<file path="src/design/mrd_pkg.sv">
// Package for the MQTT receive deframer.
// Holds the parser phase, byte class, packet kind and error codes, and the result record.
// No dependencies.
package mrd_pkg;

   localparam int MAX_LENGTH_BYTES = 4;
   localparam int RSP_DATA_W       = 56;
   localparam int RSP_USER_W       = 6;

   typedef enum logic [2:0] {
      PH_HEADER   = 3'd0,
      PH_LENGTH   = 3'd1,
      PH_TOPIC_HI = 3'd2,
      PH_TOPIC_LO = 3'd3,
      PH_TOPIC    = 3'd4,
      PH_PAYLOAD  = 3'd5,
      PH_BODY     = 3'd6
   } phase_type;

   typedef enum logic [2:0] {
      CLS_HEADER    = 3'd0,
      CLS_LENGTH    = 3'd1,
      CLS_TOPIC_LEN = 3'd2,
      CLS_TOPIC     = 3'd3,
      CLS_PAYLOAD   = 3'd4,
      CLS_OTHER     = 3'd5
   } class_type;

   typedef enum logic [2:0] {
      KIND_NONE    = 3'd0,
      KIND_CONNACK = 3'd1,
      KIND_PUBLISH = 3'd2,
      KIND_SUBACK  = 3'd3,
      KIND_UNKNOWN = 3'd4
   } kind_type;

   typedef enum logic [1:0] {
      ERR_NONE      = 2'd0,
      ERR_MALFORMED = 2'd1,
      ERR_UNKNOWN   = 2'd2,
      ERR_TOPIC     = 2'd3
   } error_type;

   localparam logic [3:0] TYPE_CONNACK = 4'd2;
   localparam logic [3:0] TYPE_PUBLISH = 4'd3;
   localparam logic [3:0] TYPE_SUBACK  = 4'd9;

   typedef struct packed {
      logic [7:0]  byte_value;
      class_type   byte_class;
      kind_type    packet_kind;
      logic [27:0] body_length;
      logic [15:0] topic_size;
      error_type   error_code;
      logic        packet_end;
   } result_type;

endpackage

</file>
<file path="src/design/mrd_parser.sv">
// Per-byte parser state and tagging logic of the MQTT receive deframer.
// Depends on mrd_pkg.
module mrd_parser (
   input  logic               clock,
   input  logic               reset,
   input  logic               advance,
   input  logic [7:0]         rx_byte,
   output mrd_pkg::result_type result
);
   import mrd_pkg::*;

   phase_type   phase_ff, phase_in;
   kind_type    kind_ff, kind_in;
   logic [27:0] acc_ff, acc_in;
   logic [2:0]  cnt_ff, cnt_in;
   logic [27:0] left_ff, left_in;
   logic [15:0] topic_ff, topic_in;
   logic [15:0] tleft_ff, tleft_in;

   logic [27:0] group;
   logic [27:0] acc_sum;
   logic [27:0] left_dec;
   logic [15:0] tleft_dec;
   logic [15:0] topic_lo;
   logic        too_many;
   logic        topic_big;
   kind_type    hdr_kind;

   class_type   cls;
   error_type   err;
   logic        pkt_end;

   always_comb begin
      case (cnt_ff[1:0])
         2'd0:    group = {21'd0, rx_byte[6:0]};
         2'd1:    group = {14'd0, rx_byte[6:0], 7'd0};
         2'd2:    group = {7'd0, rx_byte[6:0], 14'd0};
         default: group = {rx_byte[6:0], 21'd0};
      endcase
   end

   assign acc_sum   = acc_ff + group;
   assign left_dec  = left_ff - {27'd0, (left_ff != 28'd0)};
   assign tleft_dec = tleft_ff - {15'd0, (tleft_ff != 16'd0)};
   assign topic_lo  = topic_ff | {8'd0, rx_byte};
   assign too_many  = (cnt_ff >= 3'(MAX_LENGTH_BYTES));
   assign topic_big = ({12'd0, topic_lo} > left_dec);

   always_comb begin
      case (rx_byte[7:4])
         TYPE_CONNACK: hdr_kind = KIND_CONNACK;
         TYPE_PUBLISH: hdr_kind = KIND_PUBLISH;
         TYPE_SUBACK:  hdr_kind = KIND_SUBACK;
         default:      hdr_kind = KIND_UNKNOWN;
      endcase
   end

   // next state
   always_comb begin
      phase_in = phase_ff;
      kind_in  = kind_ff;
      acc_in   = acc_ff;
      cnt_in   = cnt_ff;
      left_in  = left_ff;
      topic_in = topic_ff;
      tleft_in = tleft_ff;
      case (phase_ff)
         PH_LENGTH: begin
            if (too_many) begin
               phase_in = PH_HEADER;
            end else begin
               acc_in = acc_sum;
               cnt_in = cnt_ff + 3'd1;
               if (!rx_byte[7]) begin
                  left_in = acc_sum;
                  if (acc_sum == 28'd0) begin
                     phase_in = PH_HEADER;
                  end else if (kind_ff == KIND_PUBLISH) begin
                     phase_in = PH_TOPIC_HI;
                  end else begin
                     phase_in = PH_BODY;
                  end
               end
            end
         end
         PH_TOPIC_HI: begin
            topic_in = {rx_byte, 8'd0};
            left_in  = left_dec;
            phase_in = (left_dec == 28'd0) ? PH_HEADER : PH_TOPIC_LO;
         end
         PH_TOPIC_LO: begin
            topic_in = topic_lo;
            tleft_in = topic_lo;
            left_in  = left_dec;
            if (left_dec == 28'd0) begin
               phase_in = PH_HEADER;
            end else if (topic_big) begin
               phase_in = PH_BODY;
            end else if (topic_lo != 16'd0) begin
               phase_in = PH_TOPIC;
            end else begin
               phase_in = PH_PAYLOAD;
            end
         end
         PH_TOPIC: begin
            tleft_in = tleft_dec;
            left_in  = left_dec;
            if (left_dec == 28'd0) begin
               phase_in = PH_HEADER;
            end else if (tleft_dec == 16'd0) begin
               phase_in = PH_PAYLOAD;
            end
         end
         PH_PAYLOAD, PH_BODY: begin
            left_in = left_dec;
            if (left_dec == 28'd0) begin
               phase_in = PH_HEADER;
            end
         end
         default: begin
            kind_in  = hdr_kind;
            acc_in   = 28'd0;
            cnt_in   = 3'd0;
            left_in  = 28'd0;
            topic_in = 16'd0;
            tleft_in = 16'd0;
            phase_in = PH_LENGTH;
         end
      endcase
   end

   // outputs
   always_comb begin
      cls     = CLS_OTHER;
      err     = ERR_NONE;
      pkt_end = 1'b0;
      case (phase_ff)
         PH_LENGTH: begin
            cls = CLS_LENGTH;
            if (too_many) begin
               err     = ERR_MALFORMED;
               pkt_end = 1'b1;
            end else if (!rx_byte[7] && (acc_sum == 28'd0)) begin
               pkt_end = 1'b1;
               if (kind_ff == KIND_PUBLISH) begin
                  err = ERR_TOPIC;
               end
            end
         end
         PH_TOPIC_HI: begin
            cls = CLS_TOPIC_LEN;
            if (left_dec == 28'd0) begin
               err     = ERR_TOPIC;
               pkt_end = 1'b1;
            end
         end
         PH_TOPIC_LO: begin
            cls     = CLS_TOPIC_LEN;
            pkt_end = (left_dec == 28'd0);
            if (topic_big) begin
               err = ERR_TOPIC;
            end
         end
         PH_TOPIC: begin
            cls     = CLS_TOPIC;
            pkt_end = (left_dec == 28'd0);
         end
         PH_PAYLOAD: begin
            cls     = CLS_PAYLOAD;
            pkt_end = (left_dec == 28'd0);
         end
         PH_BODY: begin
            cls     = CLS_OTHER;
            pkt_end = (left_dec == 28'd0);
         end
         default: begin
            cls = CLS_HEADER;
            if (hdr_kind == KIND_UNKNOWN) begin
               err = ERR_UNKNOWN;
            end
         end
      endcase
   end

   assign result.byte_value  = rx_byte;
   assign result.byte_class  = cls;
   assign result.packet_kind = kind_in;
   assign result.body_length = acc_in;
   assign result.topic_size  = topic_in;
   assign result.error_code  = err;
   assign result.packet_end  = pkt_end;

   always_ff @(posedge clock) begin
      if (reset) begin
         phase_ff <= PH_HEADER;
         kind_ff  <= KIND_NONE;
         acc_ff   <= 28'd0;
         cnt_ff   <= 3'd0;
         left_ff  <= 28'd0;
         topic_ff <= 16'd0;
         tleft_ff <= 16'd0;
      end else if (advance) begin
         phase_ff <= phase_in;
         kind_ff  <= kind_in;
         acc_ff   <= acc_in;
         cnt_ff   <= cnt_in;
         left_ff  <= left_in;
         topic_ff <= topic_in;
         tleft_ff <= tleft_in;
      end
   end

endmodule

</file>
<file path="src/design/mqtt_receive_deframer.sv">
// Top level of the MQTT receive deframer: input register, parser, result register.
// Depends on mrd_pkg and mrd_parser.
//
// Usage:
//   req channel carries one received byte per item in req_tdata.
//   rsp channel returns one item per byte: the byte with its class, the packet
//   kind, the decoded remaining length and topic length, an error code, and
//   rsp_tlast on the last byte of each packet.
//   A byte waits in the input register until the result register is free;
//   its result is then registered and shown on rsp_tvalid. Throughput is one
//   byte per cycle while rsp_tready stays high; the two registers form a
//   two-entry pipeline, so a byte is taken while a result waits on rsp_tready.
//   When the receiver stalls, the result register holds and the input
//   register fills; req_tready then drops until the result is taken.
//   Reset (synchronous, active high) empties both registers and returns the
//   parser to waiting for a header byte with all counts cleared.
//   A fifth length byte flags a malformed length and ends the packet; the
//   next byte is taken as a header. Unknown packet types still have their
//   length decoded and their body passed through as other bytes.
module mqtt_receive_deframer (
   input  logic                               clock,
   input  logic                               reset,
   input  logic                               req_tvalid,
   output logic                               req_tready,
   input  logic [7:0]                         req_tdata,  // [7:0] rx_byte
   output logic                               rsp_tvalid,
   input  logic                               rsp_tready,
   // [7:0] byte_value, [35:8] body_length, [51:36] topic_size,
   // [53:52] error_code, [55:54] zero
   output logic [mrd_pkg::RSP_DATA_W-1:0]     rsp_tdata,
   // [2:0] byte_class, [5:3] packet_kind
   output logic [mrd_pkg::RSP_USER_W-1:0]     rsp_tuser,
   output logic                               rsp_tlast   // packet_end
);
   import mrd_pkg::*;

   logic       in_valid_ff, in_valid_in;
   logic [7:0] in_byte_ff;
   logic       out_valid_ff, out_valid_in;
   result_type out_ff;
   result_type step_result;
   logic       advance;
   logic       req_take;

   assign advance    = in_valid_ff && (!out_valid_ff || rsp_tready);
   assign req_tready = !in_valid_ff || advance;
   assign req_take   = req_tvalid && req_tready;

   assign in_valid_in  = req_take ? 1'b1 : (advance ? 1'b0 : in_valid_ff);
   assign out_valid_in = advance ? 1'b1 : (rsp_tready ? 1'b0 : out_valid_ff);

   mrd_parser u_parser (
      .clock   (clock),
      .reset   (reset),
      .advance (advance),
      .rx_byte (in_byte_ff),
      .result  (step_result)
   );

   always_ff @(posedge clock) begin
      if (reset) begin
         in_valid_ff  <= 1'b0;
         out_valid_ff <= 1'b0;
      end else begin
         in_valid_ff  <= in_valid_in;
         out_valid_ff <= out_valid_in;
      end
   end

   always_ff @(posedge clock) begin
      if (req_take) begin
         in_byte_ff <= req_tdata;
      end
      if (advance) begin
         out_ff <= step_result;
      end
   end

   assign rsp_tvalid = out_valid_ff;
   assign rsp_tdata  = {2'd0, out_ff.error_code, out_ff.topic_size,
                        out_ff.body_length, out_ff.byte_value};
   assign rsp_tuser  = {out_ff.packet_kind, out_ff.byte_class};
   assign rsp_tlast  = out_ff.packet_end;

`ifndef SYNTHESIS
   a_malformed_ends: assert property (@(posedge clock) disable iff (reset)
      out_valid_ff && (out_ff.error_code == ERR_MALFORMED)
      |-> out_ff.packet_end && (out_ff.byte_class == CLS_LENGTH))
      else $error("malformed length did not end packet on a length byte");

   a_unknown_on_header: assert property (@(posedge clock) disable iff (reset)
      out_valid_ff && (out_ff.error_code == ERR_UNKNOWN)
      |-> (out_ff.byte_class == CLS_HEADER))
      else $error("unknown type error off a header byte");

   a_kind_known: assert property (@(posedge clock) disable iff (reset)
      out_valid_ff |-> (out_ff.packet_kind != KIND_NONE))
      else $error("result without a packet kind");

   a_header_clears: assert property (@(posedge clock) disable iff (reset)
      out_valid_ff && (out_ff.byte_class == CLS_HEADER)
      |-> (out_ff.body_length == 28'd0) && (out_ff.topic_size == 16'd0)
          && !out_ff.packet_end)
      else $error("header byte with stale length fields");

   a_no_loss: assert property (@(posedge clock) disable iff (reset)
      in_valid_ff && !advance |=> in_valid_ff && $stable(in_byte_ff))
      else $error("pending input byte lost");
`endif

endmodule

</file>
<file path="config.mk">
export PLATFORM = sky130hd
export DESIGN_NAME = mqtt_receive_deframer
export DESIGN_NICKNAME = d
export VERILOG_FILES = /design/src/design/mrd_pkg.sv /design/src/design/mrd_parser.sv /design/src/design/mqtt_receive_deframer.sv
export SDC_FILE = /design/constraint.sdc
export NUM_CORES = 1
export LEC_CHECK = 0
export BUFFER_PORTS_ARGS = -buffer_cell sky130_fd_sc_hd__buf_4
export CORE_AREA = 5 5 158 160
export CTS_CLUSTER_DIAMETER = 100
export DETAILED_ROUTE_END_ITERATION = 8
export DIE_AREA = 0 0 163 165
export PLACE_DENSITY = 0.68
export SKIP_LAST_GASP = 1
export SLEW_MARGIN = 20
export SYNTH_ARGS = -nofsm -noshare
export SYNTH_HDL_FRONTEND = slang
export SYNTH_SLANG_ARGS = --single-unit
</file>
<file path="constraint.sdc">
create_clock -name clock -period 6.1 [get_ports clock]
set_clock_uncertainty 0.15 [all_clocks]
set_input_delay 0.915 -clock clock [delete_from_list [all_inputs] [get_ports clock]]
set_output_delay 0.915 -clock clock [all_outputs]
set_load 0.01 [all_outputs]
</file>
==> results.tsv, run 1 <==
metric	value	unit
die_h	165	um
path_class	reg -> reg	
regToRegEndpoint	u_parser.phase_ff[0]$_SDFFE_PP0P_	
final_cells	1585	
cp-end-kind	flop	
setup_viol	0	
place_area	11000	sq um
synthArstFlopShare	0	%
grt_pass1_vias	8572	
gp_congestion	0.941	
mappedNetlistArea	10300	sq um
synth_top_area_share	20.1	%
core-area	23300	sq um
worstSetupStartpoint	u_parser.left_ff[8]$_SDFFE_PP0P_	
detailedPlace.worstSlack	0.643	ns
clkTransAtPathRegs	0.07	ns
synth_top_area_cell	edfxtp_1	
post-route-period-util	91.2	%
setup_tns	0	ns
min_path_type	reg -> reg	
drv_cap	0	
crit_required	6.25	ns
rr_startpoint	u_parser.left_ff[8]$_SDFFE_PP0P_	
viasPerCell	5.89	
ff2ff_setup_slack	0.54	ns
critPathCapture	u_parser.phase_ff[0]$_SDFFE_PP0P_	
top_usage_layer	met2	
design.die.area	26900	sq um
dpl.hpwl	21.2	mm
die_w	163	um
power	2.95	mW
clock-sinks	168	
status	finished, final reports clean	
grt_first_pass_wirelength	47.2	mm
ys.flop_type	dfxtp_1	
start_util	44.3	%
synth_cell_types	73	
ios	77	
met3_usage	3.87	%
grt.total_usage	22.0	%
startpoint_type	flop	
design_area	11600	sq um
power.density	254	nW/um^2
tightest_slew	1.09	ns
numCtsBuffers	17	
postRouteAntennaNets	0	
htree_levels	4	
wl_per_cell	18.8	um
dp_cells	1553	
syn_inst	1226	
cp_max_fo	10	
final-seq-area	4050	sq um
max_freq	0.180	GHz
grt.overflow.total	0	
ys_ff_latch	168	
slew_violations	0	
peakVddDrop	0.181	mV
postCtsHoldBufs	0	
drcViolationCount	0	
ys.warnings.count	0	
fin_crit	5.56	ns
yosys-top-cells-area	edfxtp_1, dfxtp_1, ha_1, nand2_1, a21oi_1	
drtIter0Drc	1054	
clockBufferDepth	2	
post-cts-setup-buffers	0	
multi_input_area	5830	sq um
cts_resized	0	
synth_edf_count	69	
cts_tree	yes	
final_nets	1317	
hold_viol	0	
antennaDiodeCount	0	
setup_slack	0.539	ns
gr-usage-met1	31.2	%
area_delta_synth_final	13.0	%
antenna_found_initial	0	
grt_use_met2	34.1	%
reg2reg_depth	20	
wirelength	29.9	mm
first_pass_iters	6	
leakagePower	4.53	nW
drive_gt1_share	11.0	%
finalCoreUtilization	50.1	%
slew_headroom	27.1	%
port_buffers	74	
via_count	9341	
timing.hold.ws	0.324	ns
nFillCells	2237	
cts-root-buf	clkbuf_16	
grt_max_degree	83	
rsz0062_at_grt	no	
syn_area_per_cell	8.40	sq um
rows	56	
synth-seq-area-share	39.3	%
clk_latency	0.44	ns
arrival	5.71	ns
## cell type report
cell class	count	share of cell area, %
Tap cell	319	3.43
Timing Repair Buffer	84	5.41
Sequential cell	168	34.8
Multi-Input combinational cell	950	50.0
Inverter	32	1.05
Clock inverter	15	1.60
Clock buffer	17	3.65
## registers in the layout, summed over array words and instances, names as in the netlist, 3 cells and up
name / cells
in_byte_ff: 8
rsp_tdata: 54
rsp_tuser: 6
u_parser.acc_ff: 28
u_parser.cnt_ff: 3
u_parser.kind_ff: 3
u_parser.left_ff: 28
u_parser.phase_ff: 3
u_parser.tleft_ff: 16
u_parser.topic_ff: 16
## metal layers
layer  share of wire, %  wire, um  vias to the layer above
li1                   -         -                     4510
met1                 46     13600                     4458
met2                 45     13400                      313
met3                7.1      2110                       60
met4                2.4       716                        0
met5                  0         0                        -
## report_power, final
group	total [mW]	internal [mW]	switching, mW
clock network	1.11	0.560	0.552
registers	1.25	1.21	0.0436
logic	0.588	0.216	0.372
total	2.95	1.99	0.967
## Yosys cell counts (all sizes together) (5+ instances only)
cell type / n
o31ai: 6
nor2b: 12
o221ai: 6
a21o: 19
a22oi: 17
o211ai: 10
or3: 11
nor3b: 8
o21ai: 73
ha: 51
a22o: 32
clkbuf: 68
inv: 32
or4: 7
a31oi: 5
a21oi: 100
or2: 5
nand2b: 14
xnor2: 21
o22ai: 7
a211oi: 16
buf: 9
dfxtp: 99
a221oi: 13
nand2: 154
edfxtp: 69
nor3: 54
nor2: 124
o21a: 9
and2: 36
xor2: 30
nor4: 17
nand4: 17
nand3: 24
## logic make-up (layout without fill, tap and decap cells)
kind of cell / after synthesis / in the layout / share of synthesized area (%)
AND/OR/NAND/NOR: 503 / 503 / 24.0
AO/OA/AOI/OAI: 339 / 339 / 21.5
flip-flops: 168 / 168 / 39.3
buffers and inverters: 109 / 148 / 4.14
adder cells (fa/ha/maj): 53 / 53 / 6.50
XOR/XNOR: 51 / 51 / 4.34
multiplexers: 2 / 2 / 0.219
other: 1 / 2 / 0.0364
## worst min path at each step
stage | startpoint | end | slack [ns] | cells past startpoint
2_1_floorplan | u_parser.kind_ff[1]$_SDFFE_PP0P_ | u_parser.kind_ff[1]$_SDFFE_PP0P_ | 0.29 | 2
3_3_place_gp | u_parser.kind_ff[1]$_SDFFE_PP0P_ | u_parser.kind_ff[1]$_SDFFE_PP0P_ | 0.31 | 2
3_5_place_dp | u_parser.kind_ff[1]$_SDFFE_PP0P_ | u_parser.kind_ff[1]$_SDFFE_PP0P_ | 0.31 | 2
4_1_cts | u_parser.kind_ff[1]$_SDFFE_PP0P_ | u_parser.kind_ff[1]$_SDFFE_PP0P_ | 0.32 | 2
5_1_grt | u_parser.topic_ff[1]$_SDFFE_PP0P_ | u_parser.topic_ff[1]$_SDFFE_PP0P_ | 0.35 | 2
6_report | u_parser.kind_ff[1]$_SDFFE_PP0P_ | u_parser.kind_ff[1]$_SDFFE_PP0P_ | 0.32 | 2
## cell usage in the layout, fill, tap and decap left out, types with 5 or more instances in the layout
cell / n
ha_1: 51
buf_4: 84
dfxtp_1: 99
a221oi_1: 13
edfxtp_1: 69
a31oi_1: 5
clkbuf_16: 17
inv_1: 31
clkinv_8: 5
nor2_1: 123
o22ai_1: 7
a211oi_1: 16
o221ai_1: 6
xor2_1: 30
nand2b_1: 13
a22o_1: 32
o21ai_0: 72
a21oi_1: 98
or3_1: 11
nor3_1: 54
nand3_1: 23
xnor2_1: 21
a22oi_1: 17
nor4_1: 15
nand2_1: 154
o31ai_1: 6
nor3b_1: 7
nand4_1: 17
or2_2: 5
and2_1: 36
a21o_1: 19
nor2b_1: 12
o21a_1: 9
or4_1: 6
o211ai_1: 10
## worst max-delay path, stage by stage (launching register included)
cell and delay, ns:
dfxtp_1 0.50, nor3_1 0.14, nand3_1 0.35, or3_1 0.23, nand4b_1 0.13, ha_1 0.18
ha_1 0.23, or4b_4 0.49, or4_4 0.55, nor3_1 0.26, xor2_1 0.31, inv_1 0.08
ha_1 0.30, nand4_1 0.13, nor3_1 0.26, a21boi_0 0.23, o221ai_1 0.15, nand3_1 0.12
nand3_1 0.14, a2111oi_0 0.40, nor3_1 0.08
Note: power is estimated with default switching activity, not from simulation.
==> run 2: changes to the inputs <==
--- a/config.mk
+++ b/config.mk
@@ -5,11 +5,12 @@
 export SDC_FILE = /design/constraint.sdc
 export NUM_CORES = 1
 export LEC_CHECK = 0
+export ABC_AREA = 1
 export BUFFER_PORTS_ARGS = -buffer_cell sky130_fd_sc_hd__buf_4
-export CORE_AREA = 5 5 158 160
+export CORE_AREA = 5 5 164 166
 export CTS_CLUSTER_DIAMETER = 100
 export DETAILED_ROUTE_END_ITERATION = 8
-export DIE_AREA = 0 0 163 165
+export DIE_AREA = 0 0 169 171
 export PLACE_DENSITY = 0.68
 export SKIP_LAST_GASP = 1
 export SLEW_MARGIN = 20
==> run 2 against run 1 <==
Net effect: final area is 8.0% higher; synthesized cell count is 34% higher; non-clock buffer count is 2 lower; critical endpoint is now rsp_tdata[52]$_DFFE_PP_; largest cell class unchanged; cell count is 29% higher; setup slack better by 1.6 ns; highest routed layer unchanged; combinational power is 46% higher; hold slack better by 0.0044 ns.
==> results.tsv, run 2 <==
metric	value	unit	change
largest_register_ff_count	54		unchanged
drcViolationCount	0		unchanged
clk_latency	0.44	ns	about the same
ys.flop_type	dfxtp_1		
syn_inst	1640		+34%
port_buffers	74		unchanged
postCtsHoldBufs	0		unchanged
start_util	43.7	%	-0.55 points
cts_resized	0		unchanged
slew_headroom	26.5	%	-0.60 points
leakagePower	6.01	nW	+33%
setup_viol	0		unchanged
cts_tree	yes		
ys.warnings.count	0		unchanged
viasPerCell	5.23		-11%
place_area	12000	sq um	+8.7%
dpl.hpwl	25.8	mm	+21%
power	3.21	mW	+8.8%
synth_edf_count	69		unchanged
startpoint_type	flop		
netlist_top_cells_count	nand2_1, inv_1, nor2_1		
synth_top_area_share	18.6	%	-1.5 points
cp-end-kind	flop		
drtIter0Drc	1001		-5.0%
status	finished, final reports clean		
clockBufferDepth	2		unchanged
mappedNetlistArea	11100	sq um	+8.1%
arrival	3.94	ns	-1.77 ns
antennaDiodeCount	0		unchanged
wl_per_cell	16.4	um	-13%
die_w	169	um	+3.7%
final_nets	1760		+34%
path_class	reg -> reg		
clkTransAtPathRegs	0.08	ns	about the same
synth-seq-area-share	36.4	%	-3.0 points
grt_pass1_vias	9786		+14%
layout_common_cells	nand2_1, inv_1, nor2_1		
ys_ff_latch	168		unchanged
cp_slowest_cell	dfxtp_1		
syn_area_per_cell	6.79	sq um	-19%
synth_most_common_cell	nand2_1		
grt_first_pass_wirelength	53.0	mm	+12%
grt_max_degree	95		+14%
design.die.area	28900	sq um	+7.5%
rsz0062_at_grt	no		
crit_required	6.10	ns	-0.15 ns
drv_cap	0		unchanged
hold_viol	0		unchanged
wirelength	33.6	mm	+12%
crit_path_max_incr_delay	0.50	ns	-0.05 ns
synth_cell_types	47		-36%
final_cells	2044		+29%
clock-sinks	168		unchanged
post-route-period-util	64.6	%	-27 points
fin_crit	3.94	ns	-1.62 ns
numCtsBuffers	17		unchanged
min_path_type	reg -> reg		
post-cts-setup-buffers	0		unchanged
postRouteAntennaNets	0		unchanged
slew_violations	0		unchanged
worst_path_most_repeated_cell	nand2_1		
yosys-top-cells-area	edfxtp_1, dfxtp_1, nand2_1, inv_1, ha_1		
ff2ff_setup_slack	2.16	ns	+1.62 ns
via_count	10700		+15%
min_from	u_parser.left_ff[1]$_SDFFE_PP0P_		
antenna_found_initial	0		unchanged
cp_max_fo	6		-4
synthArstFlopShare	0	%	unchanged
tightest_slew	1.10	ns	+0.0117 ns
gp_congestion	0.931		-1.1%
crit_path_cell_trace	nor2_4 > nand2_4 > nor2_8 > nand4_1 > ha_1 > ha_1 > nand2_1 > nor2_1 > nand3_1 > nand2_1 > ha_1 > nand2_1 > nor2_1 > a211oi_1 > nor2_1 > nor2_1 > nand2_1 > nand2_1 > nand2_1 > nand2_1 > o22ai_1 > nor2_1 > o21ai_0		
rr_startpoint	u_parser.left_ff[8]$_SDFFE_PP0P_		
ios	77		unchanged
synth_top_area_cell	edfxtp_1		
grt.total_usage	22.9	%	+0.89 points
setup_tns	0	ns	unchanged
first_pass_iters	5		-1
worstSetupStartpoint	u_parser.left_ff[8]$_SDFFE_PP0P_		
area_delta_synth_final	12.9	%	
dp_cells	2012		+30%
power.density	256	nW/um^2	+0.78%
die_h	171	um	+3.6%
cts-root-buf	clkbuf_16		
core-area	25500	sq um	+9.5%
drive_gt1_share	9.30	%	-1.7 points
grt.overflow.total	0		unchanged
finalCoreUtilization	49.4	%	-0.69 points
design_area	12600	sq um	+8.0%
rows	59		+5.4%
max_freq	0.254	GHz	+41%
htree_levels	4		unchanged
layout_commonest_cell	nand2_1		
peakVddDrop	0.181	mV	-0.15%
[run 2: changes by cell type after synthesis, sizes merged, moves of 32 or more]
cell and change:
o22ai +42, nand3 +46, clkbuf -35, inv +255
nor2 +57, nor3 -34, a22o -32, nand2 +299
[run 2: power breakdown]
group / internal [mW] / switching [mW] / leakage, nW
logic: 0.283 / 0.576 / 4.26
registers: 1.22 / 0.0363 / 1.47
clock network: 0.547 / 0.545 / 0.279
total: 2.06 / 1.16 / 6.01
[run 2: final cells by class]
cell class,instances,area (sq um)
clock inverter,15,159
sequential,168,4050
timing repair buffer,82,616
multi-input combinational,1139,5820
clock buffer,17,425
fill,2558,12900
inverter,288,1080
tap,335,419
[run 2: logic make-up (layout without fill, tap and decap cells)]
logic type / Yosys count / count (layout) / synth area share (%)
simple gates: 777 / 777 / 29.9
other cells: 1 / 2 / 0.0337
xor+xnor: 26 / 26 / 2.11
flops: 168 / 168 / 36.4
buf+inv: 334 / 402 / 11.5
fa+ha+maj: 52 / 52 / 5.91
compound gates: 282 / 282 / 14.1
[run 2: worst max-delay path: cells and delay by family, from the launching register on]
kind                       cells  cell delay (ns)
and+or+nand+nor               17             1.89
adders and majority gates      3             0.75
DFF                            1             0.50
AOI/OAI and AO/OA              3             0.37
[run 2: stage by stage]
step	setup slack (ns)	hold WS, ns
floorplan	2.64	0.295
global route	1.74	0.346
CTS	2.17	0.328
global placement	2.25	0.308
detailed placement	2.18	0.319
finish	2.16	0.329
[run 2: routing by layer]
metal,global-route usage (%),part of all wire [%],up-vias
li1,-,-,5411
met1,32.9,46,4901
met2,35.9,44,339
met3,3.03,6.7,49
met4,7.53,2.7,0
met5,0,0,-
[run 2: final timing paths]
check | endpoint | cells after the start
min | u_parser.left_ff[1]$_SDFFE_PP0P_ | 2
max reg2reg | rsp_tdata[52]$_DFFE_PP_ | 23
min reg2reg | u_parser.left_ff[1]$_SDFFE_PP0P_ | 2
max | rsp_tdata[52]$_DFFE_PP_ | 23
==> run 3: changes to the inputs <==
--- a/config.mk
+++ b/config.mk
@@ -11,7 +11,7 @@
 export CTS_CLUSTER_DIAMETER = 100
 export DETAILED_ROUTE_END_ITERATION = 8
 export DIE_AREA = 0 0 169 171
-export PLACE_DENSITY = 0.68
+export PLACE_DENSITY = 0.7
 export SKIP_LAST_GASP = 1
 export SLEW_MARGIN = 20
 export SYNTH_ARGS = -nofsm -noshare
==> constraint.sdc (replaced) <==
create_clock -name clock -period 3.3 [get_ports clock]
set_clock_uncertainty 0.15 [all_clocks]
set_input_delay 0.495 -clock clock [delete_from_list [all_inputs] [get_ports clock]]
set_output_delay 0.495 -clock clock [all_outputs]
set_load 0.01 [all_outputs]
==> run 3 against run 2 <==
Net effect: the flow now finishes with violations (setup timing); global-route usage rose by 1.2 points; sequential share of layout area fell by 4.2 points; sequential power increased by 85%; sequential cell count is the same; first-iteration DRC count increased by 16%; critical path depth grew 1; largest cell class unchanged; largest power group unchanged.
==> results.tsv, run 3 (synthesis gave the netlist of run 2 again) <==
metric	value	unit	change
antennaDiodeCount	0		unchanged
crit_required	3.33	ns	-2.77 ns
area_delta_synth_final	30.2	%	
leakagePower	6.93	nW	+15%
clkTransAtPathRegs	0.07	ns	about the same
fin_crit	3.30	ns	-0.636 ns
start_util	43.7	%	unchanged
cts-root-buf	clkbuf_16		
post-route-period-util	100	%	+36 points
cts_tree	yes		
final_nets	1926		+9.4%
wirelength	35.7	mm	+6.5%
numCtsBuffers	17		unchanged
path_class	reg -> reg		
gp_congestion	0.980		+5.2%
tightest_slew	1.06	ns	-0.0407 ns
postRouteAntennaNets	0		unchanged
wl_per_cell	16.2	um	-1.5%
max_freq	0.303	GHz	+19%
design.die.area	28900	sq um	unchanged
layout_common_cells	nand2_1, inv_1, buf_4		
setup_slack	-0.00495	ns	-2.16 ns
antenna_found_initial	0		unchanged
detailedPlace.worstSlack	-0.200	ns	-2.38 ns
cp_max_fo	4		-2
met3_usage	3.60	%	+0.58 points
dp_cells	2161		+7.4%
first_pass_iters	8		+3
grt_pass1_vias	10709		+9.4%
grt.overflow.total	0		unchanged
port_buffers	74		unchanged
arrival	3.33	ns	-0.61 ns
peakVddDrop	0.315	mV	+74%
die_w	169	um	unchanged
power.density	447	nW/um^2	+75%
ios	77		unchanged
hold_viol	0		unchanged
grt.total_usage	24.1	%	+1.2 points
grt_use_met2	38.8	%	+2.9 points
ff2ff_setup_slack	-0.005	ns	-2.16 ns
clockBufferDepth	2		unchanged
viasPerCell	5.25		+0.21%
min_path_type	in -> reg		
failed_checks	setup timing		
clock-sinks	168		unchanged
top_usage_layer	met2		
setup_viol	1		+1
layout_commonest_cell	nand2_1		
core-area	25500	sq um	unchanged
largest_register_ff_count	54		unchanged
htree_levels	4		unchanged
design_area	14500	sq um	+15%
final_cells	2210		+8.1%
drcViolationCount	0		unchanged
cp-end-kind	flop		
grt_first_pass_wirelength	55.9	mm	+5.6%
place_area	13200	sq um	+9.8%
slew_violations	0		unchanged
via_count	11593		+8.3%
dpl.hpwl	27.5	mm	+6.8%
gr-usage-met1	33.2	%	+0.28 points
clk_latency	0.44	ns	about the same
drv_cap	0		unchanged
drive_gt1_share	24.2	%	+15 points
startpoint_type	flop		
rsz0062_at_grt	yes		
status	finished, violations left		
grt_max_degree	62		-35%
slew_headroom	29.2	%	+2.6 points
rows	59		unchanged
drtIter0Drc	1164		+16%
die_h	171	um	unchanged
[run 3: path summary, 6_finish.rpt]
check | endpoint | startpoint | cells past startpoint
max | rsp_tdata[52]$_DFFE_PP_ | u_parser.left_ff[9]$_SDFFE_PP0P_ | 24
min | in_byte_ff[5]$_DFFE_PP_ | req_tdata[5] | 1
max reg2reg | rsp_tdata[52]$_DFFE_PP_ | u_parser.left_ff[9]$_SDFFE_PP0P_ | 24
min reg2reg | u_parser.left_ff[1]$_SDFFE_PP0P_ | u_parser.left_ff[1]$_SDFFE_PP0P_ | 2
[run 3: layout make-up]
class | count | area, sq um
Fill cell | 2365 | 11000
Clock buffer | 21 | 504
Tap cell | 335 | 419
Multi-Input combinational cell | 1139 | 6420
Clock inverter | 11 | 98.8
Timing Repair Buffer | 248 | 1900
Sequential cell | 168 | 4070
Inverter | 288 | 1090
[run 3: what timing repair did]
item / 4_1_cts / 5_1_grt
hold buffers: 0 / 0
pin swaps: 36 / 44
gates resized for setup: 52 / 102
endpoints found under the setup margin: 5 / 18
buffers inserted: 12 / 6
[run 3: stage by stage]
| stage | hold slack [ns] | utilization [%] | TNS (ns) | total power, mW |
|---|---|---|---|---|
| floorplan | 0.295 | - | 0 | 3.52 |
| global placement | 0.304 | 51.7 | -0.680 | 4.23 |
| detailed placement | 0.312 | 51.7 | -0.856 | 4.25 |
| CTS | 0.0772 | 55.3 | 0 | 6.36 |
| global route | 0.0720 | 56.9 | -0.908 | 6.83 |
| finish | 0.0838 | 56.9 | -0.00495 | 6.48 |
[run 3: critical path, stage by stage, from the launching register on]
cell and delay [ns]:
dfxtp_2 0.33, nor2_4 0.14, nand2_4 0.08, nor2_8 0.12, nand4_1 0.15, ha_4 0.23, ha_4 0.17, nand2_4 0.07
nor2_4 0.04, nand2_2 0.07, nand2_2 0.06, and2_4 0.15, ha_4 0.21, nand2_4 0.07, inv_2 0.04, a221oi_2 0.22
o21ai_1 0.11, nor2_1 0.11, nand2_1 0.05, nand2_1 0.08, nand2_2 0.06, nand2_2 0.08, o22ai_2 0.07, nor2_1 0.10
o21ai_1 0.07
[run 3: metal layers]
metal,up-vias,wire length [um]
met2,464,16100
met5,-,0
met3,68,2770
met4,0,1200
li1,5751,-
met1,5310,15700
[run 3: where the power goes]
part           switching, mW  internal, mW
Combinational           1.22         0.874
Clock                  0.931          1.12
Sequential            0.0690          2.26
Total                   2.22          4.26
